### config.mk
export PLATFORM = sky130hd
export DESIGN_NAME = elias_gamma_codec
export DESIGN_NICKNAME = d
export VERILOG_FILES = /design/src/hdl/egc_pkg.sv /design/src/hdl/elias_gamma_codec.sv
export VERILOG_INCLUDE_DIRS = /design/src /design/src/hdl
export SDC_FILE = /design/constraint.sdc
export NUM_CORES = 1
export LEC_CHECK = 0
export ABC_AREA = 0
export BUFFER_PORTS_ARGS = -buffer_cell sky130_fd_sc_hd__buf_2
export CAP_MARGIN = 20
export CORE_MARGIN = 2
export CORE_UTILIZATION = 40
export CTS_CLUSTER_DIAMETER = 120
export DETAILED_ROUTE_END_ITERATION = 10
export PLACE_DENSITY_LB_ADDON = 0.05
export SLEW_MARGIN = 40
export SYNTH_ARGS = -nofsm -noshare
export SYNTH_HDL_FRONTEND = slang
export SYNTH_SLANG_ARGS = --single-unit
### constraint.sdc
create_clock -name clk -period 5.6 [get_ports clk]
set_clock_uncertainty 0.1 [all_clocks]
set_input_delay 1.12 -clock clk [delete_from_list [all_inputs] [get_ports clk]]
set_output_delay 1.12 -clock clk [all_outputs]
set_load 0.05 [all_outputs]
### src/hdl/elias_gamma_codec_defines.svh
// Assertion macros for the Elias gamma codec.
// Included by modules that carry concurrent checks; expects clk and rst_n in scope.
`ifndef ELIAS_GAMMA_CODEC_DEFINES_SVH
`define ELIAS_GAMMA_CODEC_DEFINES_SVH

// Same-cycle implication, checked out of reset.
`define EGC_ASSERT_IMPL(lbl, ante, cons, msg) \
  lbl: assert property (@(posedge clk) disable iff (!rst_n) (ante) |-> (cons)) \
    else $error(msg);

// Next-cycle implication, checked out of reset.
`define EGC_ASSERT_NEXT(lbl, ante, cons, msg) \
  lbl: assert property (@(posedge clk) disable iff (!rst_n) (ante) |=> (cons)) \
    else $error(msg);

`endif

### src/hdl/egc_pkg.sv
// Shared types and constants for the Elias gamma codec.
// No dependencies.
package egc_pkg;

  localparam int OUT_W = 32;

  localparam logic MODE_ENCODE = 1'b0;
  localparam logic MODE_DECODE = 1'b1;

  typedef enum logic [1:0] {
    ENC_IDLE,
    ENC_PREFIX,
    ENC_SUFFIX
  } enc_state_t;

endpackage

### src/hdl/elias_gamma_codec.sv
// Elias gamma codec top level, bit-serial encoder and decoder.
// Depends on egc_pkg and elias_gamma_codec_defines.svh.
//
// Encode items take a value x (low min(VALUE_WIDTH, 32) bits used) and stream 2q+1
// code items, q = floor(log2 x): q ones, a zero, then the q low bits of x LSB first,
// the last one flagged. The value is loaded, then one bit leaves per cycle from the
// shift registers while out_stall is low; the input stays stalled until the last
// bit has left. A zero value yields one error item. Decode items carry one code
// bit each and are taken one per cycle while in_stall is low; a finished codeword
// or a prefix of VALUE_WIDTH ones yields one item. Encode items leave decoder
// progress untouched. A single output register separates the two channels.
`include "elias_gamma_codec_defines.svh"

module elias_gamma_codec import egc_pkg::*; #(
  parameter int VALUE_WIDTH = 32
) (
  input  logic             clk,
  input  logic             rst_n,
  input  logic             in_valid,
  output logic             in_stall,
  input  logic             in_mode,
  input  logic [31:0]      in_value_in,
  input  logic             in_code_bit_in,
  output logic             out_valid,
  input  logic             out_stall,
  output logic             out_code_bit_out,
  output logic             out_bit_valid,
  output logic             out_last_bit,
  output logic [OUT_W-1:0] out_decoded_value,
  output logic             out_value_valid,
  output logic             out_error
);

  localparam int EW = (VALUE_WIDTH < 32) ? VALUE_WIDTH : 32;
  localparam int QW = $clog2(EW);
  localparam int PW = $clog2(VALUE_WIDTH);

  enc_state_t enc_state_r, enc_state_nxt;
  logic [EW-2:0]    sh_r, sh_nxt;
  logic [EW-1:0]    rem_r, rem_nxt;
  logic [QW-1:0]    q_r, q_nxt;
  logic [QW-1:0]    step_r, step_nxt;

  logic             dec_phase_r, dec_phase_nxt;
  logic [PW-1:0]    prefix_r, prefix_nxt;
  logic [PW-1:0]    idx_r, idx_nxt;
  logic [OUT_W-1:0] acc_r, acc_nxt;
  logic [OUT_W-1:0] mask_r, mask_nxt;
  logic [OUT_W-1:0] acc_bit;

  logic             out_valid_r;
  logic             code_r, bvalid_r, last_r, vvalid_r, err_r;
  logic [OUT_W-1:0] dval_r;

  logic             emit, code_nxt, bvalid_nxt, last_nxt, vvalid_nxt, err_nxt;
  logic [OUT_W-1:0] dval_nxt;

  logic [EW-1:0]    v_in;
  logic             can_load, accept, sh_more;

  assign v_in     = in_value_in[EW-1:0];
  assign can_load = !out_valid_r || !out_stall;
  assign in_stall = (enc_state_r != ENC_IDLE) || !can_load;
  assign accept   = in_valid && !in_stall;
  assign sh_more  = (sh_r != '0);
  assign acc_bit  = in_code_bit_in ? mask_r : '0;

  // encoder sequencing
  always_comb begin
    enc_state_nxt = enc_state_r;
    unique case (enc_state_r)
      ENC_IDLE: begin
        if (accept && in_mode == MODE_ENCODE && v_in != '0) enc_state_nxt = ENC_PREFIX;
      end
      ENC_PREFIX: begin
        if (can_load && !sh_more) enc_state_nxt = (q_r == '0) ? ENC_IDLE : ENC_SUFFIX;
      end
      ENC_SUFFIX: begin
        if (can_load && step_r == q_r - 1'b1) enc_state_nxt = ENC_IDLE;
      end
      default: enc_state_nxt = ENC_IDLE;
    endcase
  end

  // datapath and result generation
  always_comb begin
    sh_nxt        = sh_r;
    rem_nxt       = rem_r;
    q_nxt         = q_r;
    step_nxt      = step_r;
    dec_phase_nxt = dec_phase_r;
    prefix_nxt    = prefix_r;
    idx_nxt       = idx_r;
    acc_nxt       = acc_r;
    mask_nxt      = mask_r;
    emit          = 1'b0;
    code_nxt      = 1'b0;
    bvalid_nxt    = 1'b0;
    last_nxt      = 1'b0;
    dval_nxt      = '0;
    vvalid_nxt    = 1'b0;
    err_nxt       = 1'b0;
    unique case (enc_state_r)
      ENC_IDLE: begin
        if (accept && in_mode == MODE_ENCODE) begin
          if (v_in == '0) begin
            emit    = 1'b1;
            err_nxt = 1'b1;
          end else begin
            sh_nxt   = v_in[EW-1:1];
            rem_nxt  = v_in;
            q_nxt    = '0;
            step_nxt = '0;
          end
        end else if (accept) begin
          if (!dec_phase_r) begin
            if (in_code_bit_in) begin
              if (prefix_r == PW'(VALUE_WIDTH - 1)) begin
                emit       = 1'b1;
                err_nxt    = 1'b1;
                prefix_nxt = '0;
              end else begin
                prefix_nxt = prefix_r + 1'b1;
              end
            end else if (prefix_r == '0) begin
              emit       = 1'b1;
              vvalid_nxt = 1'b1;
              dval_nxt   = OUT_W'(1);
            end else begin
              dec_phase_nxt = 1'b1;
              idx_nxt       = '0;
              acc_nxt       = '0;
              mask_nxt      = OUT_W'(1);
            end
          end else begin
            if (idx_r == prefix_r - 1'b1) begin
              emit          = 1'b1;
              vvalid_nxt    = 1'b1;
              dval_nxt      = acc_r | acc_bit | {mask_r[OUT_W-2:0], 1'b0};
              dec_phase_nxt = 1'b0;
              prefix_nxt    = '0;
              idx_nxt       = '0;
              acc_nxt       = '0;
            end else begin
              idx_nxt  = idx_r + 1'b1;
              acc_nxt  = acc_r | acc_bit;
              mask_nxt = {mask_r[OUT_W-2:0], 1'b0};
            end
          end
        end
      end
      ENC_PREFIX: begin
        if (can_load) begin
          emit       = 1'b1;
          bvalid_nxt = 1'b1;
          if (sh_more) begin
            code_nxt = 1'b1;
            sh_nxt   = sh_r >> 1;
            q_nxt    = q_r + 1'b1;
          end else begin
            last_nxt = (q_r == '0);
          end
        end
      end
      ENC_SUFFIX: begin
        if (can_load) begin
          emit       = 1'b1;
          bvalid_nxt = 1'b1;
          code_nxt   = rem_r[0];
          last_nxt   = (step_r == q_r - 1'b1);
          rem_nxt    = {1'b0, rem_r[EW-1:1]};
          step_nxt   = step_r + 1'b1;
        end
      end
      default: ;
    endcase
  end

  always_ff @(posedge clk) begin
    if (!rst_n) begin
      enc_state_r <= ENC_IDLE;
      dec_phase_r <= 1'b0;
      prefix_r    <= '0;
      idx_r       <= '0;
      out_valid_r <= 1'b0;
    end else begin
      enc_state_r <= enc_state_nxt;
      dec_phase_r <= dec_phase_nxt;
      prefix_r    <= prefix_nxt;
      idx_r       <= idx_nxt;
      if (can_load) out_valid_r <= emit;
    end
  end

  always_ff @(posedge clk) begin
    sh_r   <= sh_nxt;
    rem_r  <= rem_nxt;
    q_r    <= q_nxt;
    step_r <= step_nxt;
    acc_r  <= acc_nxt;
    mask_r <= mask_nxt;
    if (can_load && emit) begin
      code_r   <= code_nxt;
      bvalid_r <= bvalid_nxt;
      last_r   <= last_nxt;
      dval_r   <= dval_nxt;
      vvalid_r <= vvalid_nxt;
      err_r    <= err_nxt;
    end
  end

  assign out_valid         = out_valid_r;
  assign out_code_bit_out  = code_r;
  assign out_bit_valid     = bvalid_r;
  assign out_last_bit      = last_r;
  assign out_decoded_value = dval_r;
  assign out_value_valid   = vvalid_r;
  assign out_error         = err_r;

  `EGC_ASSERT_IMPL(a_kind_excl, out_valid_r, !(bvalid_r && vvalid_r) && !(err_r && (bvalid_r || vvalid_r)), "result item mixes kinds")
  `EGC_ASSERT_IMPL(a_last_is_bit, out_valid_r && last_r, bvalid_r, "last flag on a non-code item")
  `EGC_ASSERT_IMPL(a_suffix_prefix, dec_phase_r, prefix_r != '0, "decoder suffix phase with empty prefix")
  `EGC_ASSERT_IMPL(a_enc_step, enc_state_r == ENC_SUFFIX, step_r < q_r, "encoder suffix step overran q")
  `EGC_ASSERT_NEXT(a_enc_hold_dec, enc_state_r != ENC_IDLE, dec_phase_r == $past(dec_phase_r) && prefix_r == $past(prefix_r), "decoder moved during encode")

endmodule
==> run summary, run 1 <==
=========================================================================================
Upper clock frequency limit                                                    0.2935 GHz
Max Cap Viol                                                                            0
Clock tree sinks                                                                      188
Count of flip-flops with a built-in enable after synthesis                            174
Startpoint class of the critical path                                        primary input
Path type of the worst setup path                                            primary input to register
Total gr overflow                                                                       0
Total iterations of the first detailed-routing run                                      5
Total of buffers placed on input and output ports                                      76
Share of the yosys chip area belonging to registers                                0.6683
Die Wd                                                                           147.5 um
First DRT Iteration DRCs                                                              305
Synth Instances                                                                       624
Utilization after layout                                                           0.4708
Count of nets after finishing                                                         749
CTS H-Tree Depth                                                                        4
Vias                                                                                5,067
CP max FO                                                                              37
Max stage delay on crit path                                                       680 ps
Final worst path period share                                                      0.6085
Number of fill cells in the layout                                                  1,890
Signal arrival time at the worst endpoint                                         3370 ps
Hold Path Class                                                              register to register
HPWL reported at the end of detailed placement                                  10,890 um
Later-pin clock latency in the skew report                                         420 ps
Cell family with the largest share of critical-path delay                    simple AND/OR/NAND/NOR gates
Synth Flop Type                                                                  edfxtp_1
Clock slew at reported path FFs                                                     70 ps
Placer Congestion                                                                  0.7641
First-pass GRT wire length                                                      28,260 um
Initial antenna violation count                                                         0
Required time worst endpoint                                                      5560 ps
Layout Area Growth over Synthesis                                                  15.64%
Total leakage power                                                           0.003440 uW
WP buf/inv                                                                              2
Synthesized netlist net count                                                         673
Number of buffers added by the clock tree synthesis step                               17
Gates resized, CTS repair                                                               0
Proportion of register bits with asynchronous set or reset after synthesis              0
Worst Tran Pin Value                                                             817.9 ps
Diodes inserted                                                                         0
Core footprint                                                               20,230 sq um
Slowest stage cell on the critical path                                            nor4_1
Average instance area after synthesis                                         13.20 sq um
Share of post-route cells with drive strength above 1                              0.2623
Root buffer cell                                                                clkbuf_16
Sum Neg Setup Slack                                                                  0 ps
Worst-case headroom to the max-slew limit                                          0.4547
# IOs                                                                                  77
Maximum buffer depth of the clock tree                                                  2
Critical Path, Cell by Cell                                                  buf_2 > nor4_1 > nand2_1 > nor4_1 > nor3b_1 > nor3_1 > a21oi_4 > buf_4
Most used cell, CP                                                                 nor4_1
Vias in the first global route                                                      5,273
Max Transition Viols Final                                                              0
Cell area power density                                                      496.0 nW/um^2
Number of distinct standard cells referenced by the synthesized netlist                47
Setup violators final                                                                   0
Total global-route track usage                                                     0.1664
Unrepaired setup endpoints after global routing                                        no
Vias per Instance                                                                   5.155
Mean routed wirelength per cell                                                  17.50 um
Initial cell density of the core                                                   0.4071
Full die area                                                                21,760 sq um
Number of hold-repair buffers added at the cts stage                                    0
Flip-flop and latch count after synthesis                                             188
Post-CTS setup buffer count                                                             0
Post-detailed-route DRC marker count                                                    0
Cell row count                                                                         52
Run status                                                                      completed
Peak ir drop on the vdd network                                               0.0002608 V
Warnings, synthesis                                                                     0
Routed Wire Length                                                              17,210 um
Critical Path End Type                                                           register
Synthesized area                                                               8238 sq um
Pin count of the biggest net entering global routing                                   39
Post-route antenna net violation count                                                  0
TritonCTS clock tree                                                                built
Die Span Y                                                                       147.5 um
Final hold vios                                                                         0
Post-layout min period                                                            3408 ps
=========================================================================================
-- cell families after synthesis --
| kind of cell | synth area share |
|---|---|
| compound gates | 0.06713 |
| simple gates | 0.1034 |
| buf+inv | 0.03372 |
| fa+ha+maj | 0.01671 |
| mux | 0.08946 |
| xor+xnor | 0.02126 |
| flops | 0.6683 |
-- path summary, 6_finish.rpt --
| kind | start | endpoint | slack (ps) | cells after the start |
|---|---|---|---|---|
| setup / recovery | in_value_in[24] | out_decoded_value[9] | 2190 | 8 |
| hold / removal | idx_r[1] | idx_r[1] | 410 | 2 |
| setup reg to reg | prefix_r[0] | out_decoded_value[9] | 2710 | 9 |
| hold reg to reg | idx_r[1] | idx_r[1] | 410 | 2 |
-- through the flow --
step,hold slack [ps],power (uW),cell area [sq um],std cells,setup WS [ps]
after CTS,418.1,4789,9520,983,2224
after global placement,397.8,3572,8944,951,1764
after global routing,432.4,4959,9527,983,1968
after detailed placement,408.7,3586,8944,951,1785
after floorplan,367.7,3203,8238,624,781.0
final,414.5,4725,9527,983,2192
-- metal layers --
metal,global-route usage,part of all wire,up-vias
li1,-,-,2427
met4,0.05433,0.015,0
met1,0.2186,0.46,2524
met5,0,0,-
met2,0.2800,0.50,97
met3,0.03117,0.031,19
-- cells in the mapped netlist (2+ instances only) --
master	n	area, sq um
a21boi_0	2	15.01
a21oi_1	73	365.4
a31o_1	5	43.79
and2_1	2	12.51
and4_1	2	17.52
buf_1	6	22.52
buf_2	3	15.01
clkbuf_1	20	75.07
dfxtp_1	14	280.3
edfxtp_1	174	5225
ha_1	11	137.6
inv_1	44	165.2
mux2_2	61	686.9
mux2i_1	5	50.05
nand2_1	18	67.56
nand2b_1	4	25.02
nand3_1	17	85.08
nand3b_1	3	22.52
nand4_1	4	25.02
nor2_1	83	311.6
nor2b_1	3	18.77
nor3_1	7	35.03
nor3b_1	2	15.01
nor4_1	14	87.58
nor4_2	2	25.02
o21a_1	2	15.01
o21ai_1	3	15.01
or3_1	2	12.51
or4_1	2	15.01
xnor2_1	10	87.58
xor2_1	10	87.58
-- report_power, final --
| group | internal (uW) | total [uW] | leakage, uW | switching [uW] |
|---|---|---|---|---|
| Clock | 664 | 1190 | 0.000265 | 523 |
| Sequential | 2050 | 2260 | 0.00176 | 210 |
| Combinational | 364 | 1270 | 0.00142 | 911 |
| Total | 3080 | 4730 | 0.00344 | 1640 |
-- placed cells by master (no fill, tap or decap), drive strengths merged, types with 2 or more instances in the layout --
| master | n |
|---|---|
| mux2i | 5 |
| clkinvlp | 5 |
| clkbuf | 20 |
| a21boi | 3 |
| nand3 | 17 |
| ha | 11 |
| nor3b | 2 |
| nand2b | 4 |
| a31o | 5 |
| or4 | 3 |
| nand3b | 3 |
| nand4 | 4 |
| buf | 86 |
| o21a | 2 |
| o21ai | 4 |
| or3 | 2 |
| mux2 | 61 |
| and4 | 2 |
| and2 | 2 |
| xnor2 | 10 |
| inv | 46 |
| bufinv | 2 |
| edfxtp | 174 |
| a21oi | 73 |
| nor3 | 7 |
| clkinv | 3 |
| nor4 | 17 |
| nand2 | 18 |
| xor2 | 10 |
| nor2b | 4 |
| dfxtp | 14 |
| nor2 | 83 |
-- layout make-up --
class	instances	area, sq um	area share
Timing Repair Buffer	86	455.4	0.04781
Inverter	44	165.2	0.01734
Tap cell	270	337.8	0.03546
Clock inverter	12	140.1	0.01471
Multi-Input combinational cell	363	2486	0.2610
Clock buffer	20	436.7	0.04584
Sequential cell	188	5505	0.5779
-- registers in the layout, summed over array words and instances (netlist names) --
register           cells
out_last_bit           1
out_decoded_value     32
out_error              1
q_r                    5
mask_r                32
rem_r                 32
out_code_bit_out       1
prefix_r               5
out_valid              1
acc_r                 32
out_value_valid        1
step_r                 5
idx_r                  5
enc_state_r            2
sh_r                  31
dec_phase_r            1
out_bit_valid          1
-- worst reg2reg max path, stage by stage, from the launching register on --
cell	delay [ps]
dfxtp_1	450
inv_1	70
ha_1	320
xnor2_1	150
a211oi_2	300
o311ai_4	200
nor3_1	170
nor3_1	110
a21oi_4	150
buf_4	470
Note: power is estimated with default switching activity, not from simulation.
==> run 2, diff against run 1 <==
==> constraint.sdc (replaced) <==
create_clock -name clk -period 3.5 [get_ports clk]
set_clock_uncertainty 0.1 [all_clocks]
set_input_delay 0.7 -clock clk [delete_from_list [all_inputs] [get_ports clk]]
set_output_delay 0.7 -clock clk [all_outputs]
set_load 0.05 [all_outputs]
==> run summary, run 2 (synthesis gave the netlist of run 1 again) <==
========================================================================
Run status                                                     completed
Clock slew at reported path FFs                                    70 ps   about the same
Diodes inserted                                                        0   unchanged
HPWL reported at the end of detailed placement                 10,930 um   +0.32%
Root buffer cell                                               clkbuf_16
First-pass GRT wire length                                     28,120 um   -0.46%
First DRT Iteration DRCs                                             298   -2.3%
Signal arrival time at the worst endpoint                        2750 ps   -620 ps
Hold Path Class                                             register to register
Met3 WL post-DR                                                   582 um   +8.0%
CP max FO                                                             37   unchanged
Share of post-route cells with drive strength above 1             0.2657   +0.003462
Sum Neg Setup Slack                                                 0 ps   unchanged
Gates resized, CTS repair                                              0   unchanged
Vias in the first global route                                     5,270   -0.057%
Most used cell, CP                                                nor3_1
Total gr overflow                                                      0   unchanged
Post-layout min period                                           2728 ps
Final hold vios                                                        0   unchanged
Critical Path End Type                                          register
Total global-route track usage                                    0.1663   about the same
Full die area                                               21,760 sq um   unchanged
Max Cap Viol                                                           0   unchanged
Number of fill cells in the layout                                 1,844   -2.4%
Utilization after layout                                          0.4715   +0.0006800
Cell area power density                                     788.8 nW/um^2   +59%
Number of buffers added by the clock tree synthesis step              17   unchanged
Total leakage power                                          0.003457 uW   +0.51%
Worst Tran Pin Value                                            507.5 ps   -310.5 ps
Cell row count                                                        52   unchanged
Mean routed wirelength per cell                                 17.52 um   about the same
Critical Path, Cell by Cell                                 inv_1 > ha_1 > xnor2_1 > a211oi_2 > o311ai_4 > nor3_1 > nor3_1 > a21oi_4 > buf_12
Die Span Y                                                      147.5 um   unchanged
Max Transition Viols Final                                             0   unchanged
Post-detailed-route DRC marker count                                   0   unchanged
Metal1 wirelength                                                8138 um   +3.4%
Pin count of the biggest net entering global routing                  39   unchanged
Total iterations of the first detailed-routing run                     4   -1
Slowest stage cell on the critical path                          dfxtp_1
Post-route antenna net violation count                                 0   unchanged
Maximum buffer depth of the clock tree                                 2   unchanged
CTS H-Tree Depth                                                       4   unchanged
TritonCTS clock tree                                               built
Required time worst endpoint                                     3520 ps   -2040 ps
WP buf/inv                                                             2   unchanged
Commonest cells after routing, fill and taps aside          edfxtp_1, nor2_1, buf_2
Number of hold-repair buffers added at the cts stage                   0   unchanged
Core footprint                                              20,230 sq um   unchanged
Cell family with the largest share of critical-path delay   compound AO/OA/AOI/OAI gates
Final worst path period share                                     0.7796
Post-CTS setup buffer count                                            0   unchanged
Count of nets after finishing                                        751   +0.27%
Uppermost metal layer occupied by signal nets                       met4
Total of buffers placed on input and output ports                     76   unchanged
Placer Congestion                                                 0.7869   +3.0%
Routed met2 length                                               8332 um   -2.4%
Routed Wire Length                                             17,260 um   +0.29%
Path type of the worst setup path                           register to register
Initial antenna violation count                                        0   unchanged
Startpoint class of the critical path                           register
Most common cell after layout, fill and taps aside              edfxtp_1
Initial cell density of the core                                  0.4071   unchanged
Peak ir drop on the vdd network                              0.0003407 V   +31%
Setup violators final                                                  0   unchanged
Later-pin clock latency in the skew report                        430 ps   about the same
Vias                                                               5,066   -0.020%
Upper clock frequency limit                                   0.3665 GHz
Max stage delay on crit path                                      470 ps   -210 ps
Die Wd                                                          147.5 um   unchanged
Vias per Instance                                                  5.143   -0.22%
Layout Area Growth over Synthesis                                 15.81%
# IOs                                                                 77   unchanged
Unrepaired setup endpoints after global routing                       no
Clock tree sinks                                                     188   unchanged
Worst-case headroom to the max-slew limit                         0.6617   +0.2070
========================================================================
[run 2: area by class of cell]
class,instances,area [sq um],share of cell area
sequential,188,5505,0.5770
inverter,44,165.2,0.01731
multi-input combinational,363,2486,0.2606
clock buffer,18,429.2,0.04498
tap,270,337.8,0.03541
timing repair buffer,88,483.0,0.05062
clock inverter,14,133.9,0.01403
[run 2: path summary, 6_finish.rpt]
check	start	endpoint	slack (ps)	cells past startpoint
min reg2reg	enc_state_r[1]	enc_state_r[1]	410	2
max reg2reg	prefix_r[0]	out_decoded_value[30]	770	9
min	enc_state_r[1]	enc_state_r[1]	410	2
max	prefix_r[0]	out_decoded_value[30]	770	9
[run 2: metrics by stage]
stage	cells	setup WS, ps	total power, uW	hold WS [ps]	area, sq um
2_1_floorplan	624	186.6	5111	367.7	8245
3_3_place_gp	953	572.5	5726	387.5	8971
3_5_place_dp	953	595.0	5745	400.8	8971
4_1_cts	985	678.6	7616	413.3	9534
5_1_grt	985	653.7	7893	446.7	9540
6_report	985	771.6	7526	411.2	9540
[run 2: metal layers]
layer	vias up	track usage
met1	2523	0.2206
met5	-	0
li1	2433	-
met3	15	0.03056
met4	0	0.05673
met2	95	0.2767
[run 2: worst reg2reg max path, stage by stage (launching register included)]
cell      delay (ps)
dfxtp_1          470
inv_1             80
ha_1             320
xnor2_1          140
a211oi_2         300
o311ai_4         200
nor3_1           220
nor3_1           130
a21oi_4          180
buf_12           240
[run 2: power by group]
group | switching (uW) | internal (uW)
clock | 874 | 995
sequential | 329 | 3280
combinational | 1450 | 599
